### config.mk
export PLATFORM = sky130hd
export DESIGN_NAME = base64_quad_decoder
export DESIGN_NICKNAME = d
export VERILOG_FILES = /design/src/design/b64qd_pkg.sv /design/src/design/b64qd_quad_decode.sv /design/src/design/base64_quad_decoder.sv
export SDC_FILE = /design/constraint.sdc
export NUM_CORES = 1
export LEC_CHECK = 0
export ABC_AREA = 1
export BUFFER_PORTS_ARGS = -buffer_cell sky130_fd_sc_hd__buf_2
export CAP_MARGIN = 20
export CORE_AREA = 4 4 71 89
export CTS_CLUSTER_DIAMETER = 60
export DETAILED_ROUTE_END_ITERATION = 10
export DIE_AREA = 0 0 75 93
export GPL_TIMING_DRIVEN = 0
export PLACE_DENSITY_LB_ADDON = 0.12
export SYNTH_ARGS = -nofsm -noshare
export SYNTH_HDL_FRONTEND = slang
export SYNTH_SLANG_ARGS = --single-unit
### constraint.sdc
create_clock -name aclk -period 2.8 [get_ports aclk]
set_clock_uncertainty 0.1 [all_clocks]
set_input_delay 0.42 -clock aclk [delete_from_list [all_inputs] [get_ports aclk]]
set_output_delay 0.42 -clock aclk [all_outputs]
set_load 0.05 [all_outputs]
### src/design/b64qd_pkg.sv
// Types, code constants and the character-to-code map for the Base64 quad decoder.
// No dependencies; imported by b64qd_quad_decode and base64_quad_decoder.
package b64qd_pkg;

    localparam int unsigned CodeWidth = 7;
    localparam int unsigned HeldDepth = 3;

    typedef logic [CodeWidth-1:0] code_t;

    localparam code_t CODE_PAD = 7'd64;
    localparam code_t CODE_BAD = 7'd65;

    localparam logic [7:0] CHAR_PLUS  = 8'h2B;
    localparam logic [7:0] CHAR_SLASH = 8'h2F;
    localparam logic [7:0] CHAR_EQUAL = 8'h3D;

    typedef struct packed {
        logic [7:0] text_char;
        logic       end_of_string;
    } in_word_t;

    typedef struct packed {
        logic [7:0] decoded_byte0;
        logic [7:0] decoded_byte1;
        logic [7:0] decoded_byte2;
        logic       quad_valid;
    } out_word_t;

    function automatic code_t char_code(input logic [7:0] ch);
        logic [7:0] diff;
        diff = 8'd0;
        if (ch >= 8'h41 && ch <= 8'h5A) begin
            diff = ch - 8'h41;
            return diff[CodeWidth-1:0];
        end
        if (ch >= 8'h61 && ch <= 8'h7A) begin
            diff = ch - 8'h61 + 8'd26;
            return diff[CodeWidth-1:0];
        end
        if (ch >= 8'h30 && ch <= 8'h39) begin
            diff = ch - 8'h30 + 8'd52;
            return diff[CodeWidth-1:0];
        end
        if (ch == CHAR_PLUS) begin
            return 7'd62;
        end
        if (ch == CHAR_SLASH) begin
            return 7'd63;
        end
        if (ch == CHAR_EQUAL) begin
            return CODE_PAD;
        end
        return CODE_BAD;
    endfunction

endpackage

### src/design/b64qd_quad_decode.sv
// Combinational decode of four character codes into three bytes and a valid flag.
// Depends on b64qd_pkg for the code type, padding/invalid codes and result word type.
module b64qd_quad_decode (
    input  b64qd_pkg::code_t     code0,
    input  b64qd_pkg::code_t     code1,
    input  b64qd_pkg::code_t     code2,
    input  b64qd_pkg::code_t     code3,
    output b64qd_pkg::out_word_t word
);
    import b64qd_pkg::*;

    logic       ok;
    logic       c2_data;
    logic       c3_data;
    logic [1:0] low2;

    assign ok      = !code0[6] && !code1[6] && (code2 != CODE_BAD) && (code3 != CODE_BAD);
    assign c2_data = !code2[6];
    assign c3_data = !code3[6];
    assign low2    = c2_data ? code2[1:0] : 2'b11;

    always_comb begin
        word = '0;
        if (ok) begin
            word.quad_valid    = 1'b1;
            word.decoded_byte0 = {code0[5:0], code1[5:4]};
            if (c2_data) begin
                word.decoded_byte1 = {code1[3:0], code2[5:2]};
            end
            if (c3_data) begin
                word.decoded_byte2 = {low2, code3[5:0]};
            end
        end
    end

endmodule

### src/design/base64_quad_decoder.sv
// Top level of the Base64 quad decoder: input register, held codes, result register.
// Depends on b64qd_pkg and b64qd_quad_decode.
//
// Takes one Base64 character per cycle on the s_ channel and gives one result word on the
// m_ channel for every fourth character: three decoded bytes and a flag that is low when
// the quad is rejected. A word with end_of_string set restarts the quad position; a partial
// quad is dropped with no result. Throughput is one character per cycle as long as m_ready
// keeps up. A character passes through the input register before it reaches the result register, so
// m_valid rises once the fourth character moves on from the input register. The rate is set
// by the single input register feeding the result register; s_ready follows m_ready only
// while a fourth character waits behind a full result register.
module base64_quad_decoder (
    input  logic                  aclk,
    input  logic                  aresetn,
    input  logic                  s_valid,
    output logic                  s_ready,
    input  b64qd_pkg::in_word_t   s_data,
    output logic                  m_valid,
    input  logic                  m_ready,
    output b64qd_pkg::out_word_t  m_data
);
    import b64qd_pkg::*;

    in_word_t   in_reg;
    logic       in_valid_reg;
    logic [1:0] pos_reg;
    logic [1:0] pos_next;
    code_t      held_reg [HeldDepth];
    code_t      cur_code;
    out_word_t  out_reg;
    out_word_t  quad_word;
    logic       m_valid_reg;
    logic       out_free;
    logic       fourth;
    logic       in_move;
    logic       out_load;

    assign cur_code = char_code(in_reg.text_char);
    assign fourth   = (pos_reg == 2'd3);
    assign out_free = !m_valid_reg || m_ready;
    assign in_move  = in_valid_reg && (!fourth || out_free);
    assign out_load = in_move && fourth;
    assign s_ready  = !in_valid_reg || in_move;

    always_comb begin
        pos_next = pos_reg;
        if (in_move) begin
            if (fourth || in_reg.end_of_string) begin
                pos_next = 2'd0;
            end else begin
                pos_next = pos_reg + 2'd1;
            end
        end
    end

    b64qd_quad_decode u_decode (
        .code0 (held_reg[0]),
        .code1 (held_reg[1]),
        .code2 (held_reg[2]),
        .code3 (cur_code),
        .word  (quad_word)
    );

    always_ff @(posedge aclk) begin
        if (!aresetn) begin
            in_valid_reg <= 1'b0;
            pos_reg      <= 2'd0;
            m_valid_reg  <= 1'b0;
        end else begin
            if (s_ready) begin
                in_valid_reg <= s_valid;
            end
            pos_reg <= pos_next;
            if (out_load) begin
                m_valid_reg <= 1'b1;
            end else if (m_ready) begin
                m_valid_reg <= 1'b0;
            end
        end
    end

    always_ff @(posedge aclk) begin
        if (s_ready && s_valid) begin
            in_reg <= s_data;
        end
        if (in_move && !fourth) begin
            held_reg[pos_reg] <= cur_code;
        end
        if (out_load) begin
            out_reg <= quad_word;
        end
    end

    assign m_valid = m_valid_reg;
    assign m_data  = out_reg;

    a_load_on_fourth : assert property (@(posedge aclk) disable iff (!aresetn)
        out_load |-> (pos_reg == 2'd3))
        else $error("result loaded away from the fourth character");

    a_pos_restart : assert property (@(posedge aclk) disable iff (!aresetn)
        (in_move && (fourth || in_reg.end_of_string)) |=> (pos_reg == 2'd0))
        else $error("quad position did not restart");

    a_no_overwrite : assert property (@(posedge aclk) disable iff (!aresetn)
        (m_valid_reg && !m_ready) |-> !out_load)
        else $error("pending result overwritten");

    a_hold_stalled : assert property (@(posedge aclk) disable iff (!aresetn)
        (in_valid_reg && !in_move) |=> (in_valid_reg && $stable(pos_reg)))
        else $error("stalled character lost");

endmodule
# Yosys cells after proc, flatten, opt, wreduce, memory -nomap -nowiden
# Memories as Yosys holds them, arrays and structs flattened.
# Index checks and enable logic that the tools add are counted.
[totals]
register_bits = 38
mem_bits_rw = 21
in_bits = 13
out_inout_bits = 27
wordCells = 92
memories = 1
[memory_table]
columns = ["memory", "depth", "word_bits", "read_ports", "rd_ports_with_merged_regs", "write_ports", "line_no", "rtl"]
rows = [
  ["held_reg", 3, 7, 3, 0, 1, "base64_quad_decoder.sv:28", "code_t held_reg [HeldDepth];"],
]
[op_classes]
n_addsub = 6
n_lt_le_gt_ge = 6
n_eq_ne = 6
muxes = 41
bitwise_logic = 1
n_reduce_logical = 22
[op_table]
columns = ["cell", "n"]
rows = [
  ["$mux W7", 13],
  ["$mux W1", 26],
  ["$eq A8 B6 Y1 const B", 3],
  ["$ge A8 B7 Y1 const B", 2],
  ["$le A8 B7 Y1 const B", 2],
  ["$ne A7 B7 Y1 const B", 2],
  ["$sub A7 B7 Y7 const B", 2],
  ["$logic_and A1 B1 Y1", 10],
  ["$ge A8 B6 Y1 const B", 1],
  ["$le A8 B6 Y1 const B", 1],
  ["$add A7 B5 Y7 const B", 1],
  ["$add A7 B6 Y7 const B", 1],
  ["$sub A7 B6 Y7 const B", 1],
  ["$logic_not A1 Y1", 5],
  ["$logic_or A1 B1 Y1", 4],
  ["$mux W2", 2],
  ["$reduce_or A2 Y1", 2],
  ["$add A2 B1 Y2 const B", 1],
  ["$eq A2 B2 Y1 const B", 1],
  ["$reduce_bool A2 Y1", 1],
  ["$not A1 Y1", 1],
]

# Depth between registers and ports, before layout
# Gate-level depths: netlist of the first run.
[logic_depth]
ltp_word = 28
depth_mapped = 17
depth_no_buf = 16

# Cells and area by module
# A second synthesis of the first run with hierarchy kept.
[hier_totals]
hier_cells = 297
hier_area_um2 = 3001.6
[modules_own_cells]
columns = ["mod", "n_inst", "cells_each", "area_per_inst_um2", "seq_area_each_um2"]
rows = [
  ["base64_quad_decoder", 1, 222, 2603.7, 1731.7],
  ["b64qd_quad_decode", 1, 75, 397.9, 0.0],
]

# Worst setup path before layout of the first run
# OpenSTA, ideal clock, no wires.
[synth_path]
path_kind = "register -> register"
start = "register in_reg[3] (netlist bit)"
end = "register out_reg, in the netlist m_data[10] (data pin)"
setup_time_ns = 0.254
arrival_time_ns = 1.943
t_required_ns = 2.446
path_slack_ns = 0.503
path_stages_with_launch = 15
path_buffers = 1
period_less_slack_ns = 2.297
cell_sequence = "edfxtp_1 -> buf_2 -> inv_1 -> ha_1 -> nand2_1 -> a21oi_2 -> nand2_2 -> nand2_2 -> nand2_1 -> nor2_1 -> nand2_1 -> nor2_2 -> nand2_4 -> nand3_4 -> nor2_2"
[synth_between]
elab_chain_len = 18
elab_cells_between_ends = 55
classes_between = "5 x add/sub; 6 x order compare; 4 x eq/ne; 34 x mux; 1 x bitwise; 5 x reduce/logical"
[synth_lines]
columns = ["element", "line_no", "rtl"]
rows = [
  ["from (decl)", "base64_quad_decoder.sv:24", "in_word_t in_reg;"],
  ["from (signal assigned)", "base64_quad_decoder.sv:84", "in_reg <= s_data;"],
  ["$sub A7 B7 Y7, or another cell as far along", "b64qd_pkg.sv:37", "diff = ch - 8'h61 + 8'd26;"],
  ["$add A7 B5 Y7, or another cell as far along", "b64qd_pkg.sv:37", ""],
  ["$mux W7 (2 in series)", "b64qd_pkg.sv:36", "if (ch >= 8'h61 && ch <= 8'h7A) begin"],
  ["$mux W7", "b64qd_pkg.sv:40", "if (ch >= 8'h30 && ch <= 8'h39) begin"],
  ["$mux W7", "b64qd_pkg.sv:44", "if (ch == CHAR_PLUS) begin"],
  ["$mux W7", "b64qd_pkg.sv:47", "if (ch == CHAR_SLASH) begin"],
  ["$mux W7", "b64qd_pkg.sv:50", "if (ch == CHAR_EQUAL) begin"],
  ["$mux W7", "b64qd_pkg.sv:53", "return CODE_BAD;"],
  ["$mux W7", "b64qd_pkg.sv:50", ""],
  ["$mux W7", "b64qd_pkg.sv:47", ""],
  ["$mux W7", "b64qd_pkg.sv:44", ""],
  ["$mux W7", "b64qd_pkg.sv:40", ""],
  ["$mux W7 (*)", "b64qd_pkg.sv:36", ""],
  ["$ne A7 B7 Y1 (*)", "b64qd_quad_decode.sv:17", "assign ok = !code0[6] && !code1[6] && (code2 != CODE_BAD) && (code3 != CODE_BAD);"],
  ["$logic_and A1 B1 Y1 (*)", "b64qd_quad_decode.sv:17", ""],
  ["$not A1 Y1 (no source line) (*)", "-", ""],
  ["$reduce_or A2 Y1 (no source line) (*)", "-", ""],
  ["to (signal assigned)", "base64_quad_decoder.sv:90", "out_reg <= quad_word;"],
  ["to (decl)", "base64_quad_decoder.sv:30", "out_word_t out_reg;"],
]
# Mark *: on every way between the ends. The rest lies on a longest branch, timed or not. The select of a mux whose other input is x is not followed.
# A chain may end at the register's enable or synchronous reset.

# Worst setup path after layout of the first run
[layout_path]
start = "register in_reg[1] (netlist bit)"
end = "register out_reg, in the netlist m_data[13] (data pin)"
# The elaborated chain is that of the path after synthesis.

==> summary.txt, run 1 <==
Synthesis
  • Gate count of the mapped netlist: 308
  • Register area share after synthesis: 57.00%
  • Synthesis-stage register bit count: a little under 60
  • Synth warn: 0
  • Net Count, Synth: 333
  • Synth cell types: 29
  • Area of the mapped netlist: approximately 3000 um2
  • Synth Area per Inst: 9.863 um2

Timing
  • Fmax: 388.7 MHz
  • Setup TNS: 0 ns
  • Final worst hold slack: 0.1526 ns
  • Max_slew headroom: 41.51%
  • Worst slew pin tran: slightly below 0.9 ns
  • RSZ-0062 raised after global routing: false
  • Fin. max-slew vios: 0
  • Final Setup Violations: 0
  • Tcrit/Tclk final: just over 90%
  • Tmin final: 2.573 ns
  • Final Hold Fails: 0
  • Setup ws final: 0.2274 ns

Route
  • DRT Pass-1 Iters: 4
  • DRC viols: 0
  • Wire per inst: 11.54 um
  • Via count: just over 2k
  • DR iter-0 viols: 73
  • Avg Vias per Cell: 4.813
  • Antenna viol nets, final: 0
  • Detailed Route WL: approximately 4900 um

Floorplanning
  • Initial Util: a little under three fifths
  • Vert. Die Dim: 93 um
  • Row cnt: 30
  • Die width: 75 um
  • I/O pin total: 40
  • Core box area: 5443 um2
  • Die area: approximately 7000 um2

Pwr
  • Clock power share: 42.9%
  • Final Total Pwr: 2.229 mW
  • Sequential Power Share: 45.6%
  • Logic gate share of total power: a little under an eighth
  • Sw Share: 24.66%
  • Peak VDD IR: between 0.0003 and 0.0004 V
  • Switching power: 549.7 uW
  • PwrDens: a little over 600 nW/um2
  • Internal: roughly 1.7 mW
  • Leak: 1.655 nW

Cells and area
  • Max reg flops: 25
  • ANT cells: 0
  • Area grow syn2layout: 17.96%
  • Commonest non-fill, non-tap cells in the layout: 55 x edfxtp_1, 54 x inv_1, 54 x nand2_1
  • Fin cells: 428
  • Share of cells above drive strength 1: 29.40%
  • Most common cell after layout, fill and taps aside: edfxtp_1
  • Fin nets: 384

Job
  • Max-Cap Viols: 0

Worst setup path
  • CP Launch Type: flip-flop
  • WP data arrival: between 2 and 3 ns
  • R2R cell count: 15
  • CP max FO: 8
  • Critical path's most frequent cell: nand2_1
  • FF-to-FF setup slack: between 0.2 and 0.25 ns
  • Slowest Stage Delay on Critical Path: 0.50 ns
  • CP max stage cell: edfxtp_1
  • WP data required: 2.79 ns
  • Worst r2r src: in_reg[1]
  • R2R Path End: m_data[13]
  • CP cell instances: inv_2 -> ha_1 -> nand2_1 -> inv_1 -> nand2_1 -> nand2_1 -> nand3_2 -> nand2_4 -> nor2_1 -> nor2_2 -> nand2_1 -> nor2_4 -> nand2_4 -> nand3_4 -> nor2_2
  • CP Capture Type: flip-flop
  • Crit Path Category: reg -> reg

Hold path
  • Hold Crit Start: s_data[6]
  • Hold Path Sink: in_reg[6]
  • Hold path cells: 1
  • Min-delay worst type: in -> reg

Placed design
  • Dpl cells: just over 400
  • Hpwl dp: 3802 um
  • Worst slack, placed: 0.09754 ns
  • IO Port Bufs: 39
  • Gpl congestion: 0.8997

Clock network
  • CTS Root Cell: clkbuf_8
  • Max Root-Sink Buffers: 2
  • CTS tree: built
  • Reg clk slew, reported paths: 0.07 ns
  • Worst-Skew Late Latency: 0.34 ns
  • H-tree depth: 3
  • TritonCTS buffer count: 9
  • CTS sink cnt: 59

Global routing
  • Largest net degree at the start of global routing: 26
  • First-pass GRT wire length: 8183 um
  • Initial antenna violation count: 0
  • Total GRT Usage: 15.93%
  • Vias in the first global route: roughly 1.9k
  • Total grt overflow: 0

Run status
  • Status: completed
-- repair_timing --
| item | CTS | global route |
|---|---|---|
| gates resized for setup | 0 | 5 |
| endpoints found under the setup margin | 0 | 25 |
| setup buffers | 0 | 1 |
| hold buffers | 0 | 0 |
-- routing by layer --
layer / vias up / routed length [um] / global-route usage (%)
li1: 1083 / - / -
met3: 14 / 251 / 5.161
met1: 909 / 1963 / 16.65
met2: 54 / 2598 / 27.62
met4: 0 / 123 / 8.160
met5: - / 0 / 0
-- area by class of cell --
type	count	area, um2
clock buffer	9	123.9
clock inverter	7	123.9
buffer	3	27.53
timing repair buffer	40	202.7
inverter	62	235.2
multi-input combinational	184	1059
tap	64	80.08
fill	432	1859
sequential	59	1732
-- cells in the mapped netlist (all sizes together) --
| library cell | instances | share of area (%) |
|---|---|---|
| nand2 | 64 | 9.2 |
| nor3 | 2 | 0.66 |
| edfxtp | 55 | 54 |
| nand3 | 25 | 5.1 |
| a211oi | 2 | 0.49 |
| xnor2 | 2 | 0.58 |
| a21oi | 3 | 0.62 |
| a31oi | 2 | 0.41 |
| ha | 12 | 4.9 |
| nand3b | 1 | 0.25 |
| nor2 | 62 | 9.9 |
| inv | 62 | 7.7 |
| nand4 | 1 | 0.21 |
| buf | 3 | 0.91 |
| xor2 | 4 | 1.2 |
| nor4 | 1 | 0.21 |
| dfxtp | 4 | 2.6 |
| o21ai | 3 | 0.62 |
-- cell families (layout without fill, tap and decap cells) --
family / count (synthesis) / in the layout / share of synthesized area (%)
buffers and inverters: 65 / 121 / 8.649
flip-flops: 59 / 59 / 57.00
adder cells (fa/ha/maj): 12 / 12 / 4.942
AND/OR/NAND/NOR: 156 / 156 / 25.54
XOR/XNOR: 6 / 6 / 1.730
AO/OA/AOI/OAI: 10 / 10 / 2.142
-- power by group through the flow --
stage / Sequential, mW / Combinational (mW) / Clock [mW]
5_1_grt: 1.02 / 0.291 / 1.01
4_1_cts: 1.02 / 0.251 / 0.969
2_1_floorplan: 1.04 / 0.192 / 0
6_report: 1.02 / 0.257 / 0.956
3_5_place_dp: 1.04 / 0.250 / 0
3_3_place_gp: 1.04 / 0.246 / 0
-- worst max-delay path, delay by kind of cell, from the launching register on --
kind	cells	cell delay (ns)
buffers and inverters	2	0.25
AND/OR/NAND/NOR	12	1.23
adder cells (fa/ha/maj)	1	0.24
flip-flops	1	0.50
-- through the flow --
step,utilization (%),instance area [um2]
2_1_floorplan,-,3038
3_3_place_gp,60.87,3313
3_5_place_dp,60.87,3313
4_1_cts,65.43,3561
5_1_grt,65.84,3583
6_report,65.84,3583
-- how the worst max path moves through the flow --
stage	start	end	cells after the start
2_1_floorplan	in_reg[3]	m_data[10]	14
3_3_place_gp	in_reg[1]	m_data[5]	15
3_5_place_dp	in_reg[1]	m_data[5]	15
4_1_cts	in_reg[1]	m_data[13]	15
5_1_grt	in_reg[4]	m_data[11]	15
6_report	in_reg[1]	m_data[13]	15
(Power assumes the default switching activity.)
==> run 2: changes to the inputs <==
--- a/config.mk
+++ b/config.mk
@@ -13,7 +13,7 @@
 export DETAILED_ROUTE_END_ITERATION = 10
 export DIE_AREA = 0 0 75 93
 export GPL_TIMING_DRIVEN = 0
-export PLACE_DENSITY_LB_ADDON = 0.12
+export PLACE_DENSITY_LB_ADDON = 0.2
 export SYNTH_ARGS = -nofsm -noshare
 export SYNTH_HDL_FRONTEND = slang
 export SYNTH_SLANG_ARGS = --single-unit
==> run 2 against run 1 <==
Effect of this change: via count fell by 0.19%; count of clock-buffer cells in the layout unchanged; design area decreased by 1.6%; global-route usage decreased by 0.43 points; sequential share of layout area up 0.79 points; final cell count increased by 0.23%; critical path type unchanged.
==> summary.txt, run 2 (same netlist as run 1, synthesis figures left out) <==
Route
  • Via count: 2056
  • Detailed Route WL: 4953 um
  • Antenna viol nets, final: 0
  • DRC viols: 0
  • DR iter-0 viols: 66
  • Wire per inst: 11.55 um
  • Avg Vias per Cell: 4.793
  • DRT Pass-1 Iters: 4

Cells and area
  • Fin cells: around 430
  • Max reg flops: 25
  • Commonest non-fill, non-tap cells in the layout: 55 x inv_1, 55 x edfxtp_1, 53 x nand2_1
  • Share of cells above drive strength 1: 29.32%
  • Area grow syn2layout: 16.06%
  • Post-Layout Inst Area: 3526 um2
  • Final core area utilization: 64.78%
  • Fin nets: 385
  • ANT cells: 0

Job
  • Max-Cap Viols: 0

Floorplanning
  • Die area: ~7000 um2
  • Row cnt: 30
  • Core box area: 5443 um2
  • Vert. Die Dim: 93 um
  • I/O pin total: 40
  • Die width: ~75 um
  • Initial Util: 55.82%

Worst setup path
  • CP Launch Type: flip-flop
  • WP data arrival: 2.62 ns
  • R2R cell count: 16
  • CP max FO: 8
  • Crit Path Category: reg -> reg
  • CP Capture Type: flip-flop
  • WP data required: 2.79 ns

Timing
  • Tmin final: ~2.6 ns
  • Max_slew headroom: 41.28%
  • Fmax: ~380 MHz
  • Worst slew pin tran: slightly below 0.9 ns
  • Final Setup Violations: 0
  • Setup TNS: 0 ns
  • Tcrit/Tclk final: 93.98%
  • Final Hold Fails: 0
  • Fin. max-slew vios: 0

Pwr
  • Internal: 1.489 mW
  • PwrDens: between 500 and 600 nW/um2
  • Switching power: 526.4 uW
  • Clock power share: 36.9%
  • Sequential Power Share: 50.4%
  • Logic gate share of total power: 12.7%
  • Sw Share: 26.12%
  • Leak: 1.635 nW
  • Final Total Pwr: about 2.0 mW
  • Peak VDD IR: 0.0003361 V

Global routing
  • Total grt overflow: 0
  • Total GRT Usage: 15.50%
  • Vias in the first global route: 1915
  • Initial antenna violation count: 0
  • First-pass GRT wire length: approximately 8000 um
  • Largest net degree at the start of global routing: 26

Hold path
  • Min-delay worst type: in -> reg
  • Hold path cells: 1

Run status
  • Status: completed

Clock network
  • TritonCTS buffer count: 9
  • H-tree depth: 3
  • Reg clk slew, reported paths: 0.07 ns
  • Worst-Skew Late Latency: 0.34 ns
  • Max Root-Sink Buffers: 2
  • CTS Root Cell: clkbuf_8
  • CTS sink cnt: roughly 60
  • CTS tree: built

Placed design
  • Dpl cells: roughly 400
  • Hpwl dp: about 3800 um
  • IO Port Bufs: 39
  • DP Area: about 3300 um2
  • Gpl congestion: between 0.9 and 1
-- run 2: cell count changes in the layout (fill, tap and decap cells not counted), sizes merged --
cell	delta
clkinv	+2
clkinvlp	+1
bufinv	-2
buf	+1
inv	-1
-- run 2: final timing paths --
check | end | from | slack [ns]
min reg2reg | pos_reg[1] | pos_reg[1] | 0.44
min | in_reg[1] | s_data[1] | 0.15
max reg2reg | m_data[16] | in_reg[3] | 0.17
max | m_data[16] | in_reg[3] | 0.17
-- run 2: per-layer routing --
layer / routed length, um / up-vias / track usage [%]
met3: 290 / 13 / 4.946
met4: 111 / 0 / 8.605
met1: 1912 / 914 / 15.50
met5: 0 / - / 0
met2: 2640 / 54 / 27.33
li1: - / 1075 / -
-- run 2: area by class of cell --
class | instances | area [um2]
multi-input cells | 184 | 1049
clock inverters | 7 | 68.82
fillers | 425 | 1917
flip-flops and latches | 59 | 1732
well taps | 64 | 80.08
plain buffers | 3 | 27.53
inverters | 62 | 235.2
clock buffers | 9 | 123.9
repair buffers | 41 | 210.2
-- run 2: critical path, cell delays in order, from the launching register on --
cell      delay (ns)
edfxtp_1        0.41
buf_2           0.19
inv_1           0.14
ha_1            0.28
nand2_1         0.08
nand2_1         0.06
nand2_1         0.11
nand2_1         0.14
nor2_1          0.06
nor2_1          0.09
nand2_1         0.07
nor2_2          0.14
nand2_1         0.09
nor2_2          0.13
nand2_4         0.10
nand3_4         0.14
nor2_2          0.04
-- run 2: power by group through the flow --
stage / combinational [mW] / sequential [mW] / clock (mW)
floorplan: 0.192 / 1.04 / 0
global placement: 0.246 / 1.03 / 0
detailed placement: 0.252 / 1.04 / 0
CTS: 0.253 / 1.02 / 0.765
global route: 0.286 / 1.02 / 0.806
finish: 0.256 / 1.02 / 0.744
-- run 2: metrics by stage --
step,setup slack (ns),hold WS [ns]
2_1_floorplan,0.5027,0.3983
3_3_place_gp,0.1939,0.4193
3_5_place_dp,0.1747,0.4305
4_1_cts,0.1664,0.1370
5_1_grt,-0.004097,0.1312
6_report,0.1685,0.1531
-- run 2: timing repair --
item                       CTS  global route
hold buffers                 0             0
hold endpoints to repair     0             0
resized for setup            0             2
setup buffers                0             2
setup endpoints to repair    0            25
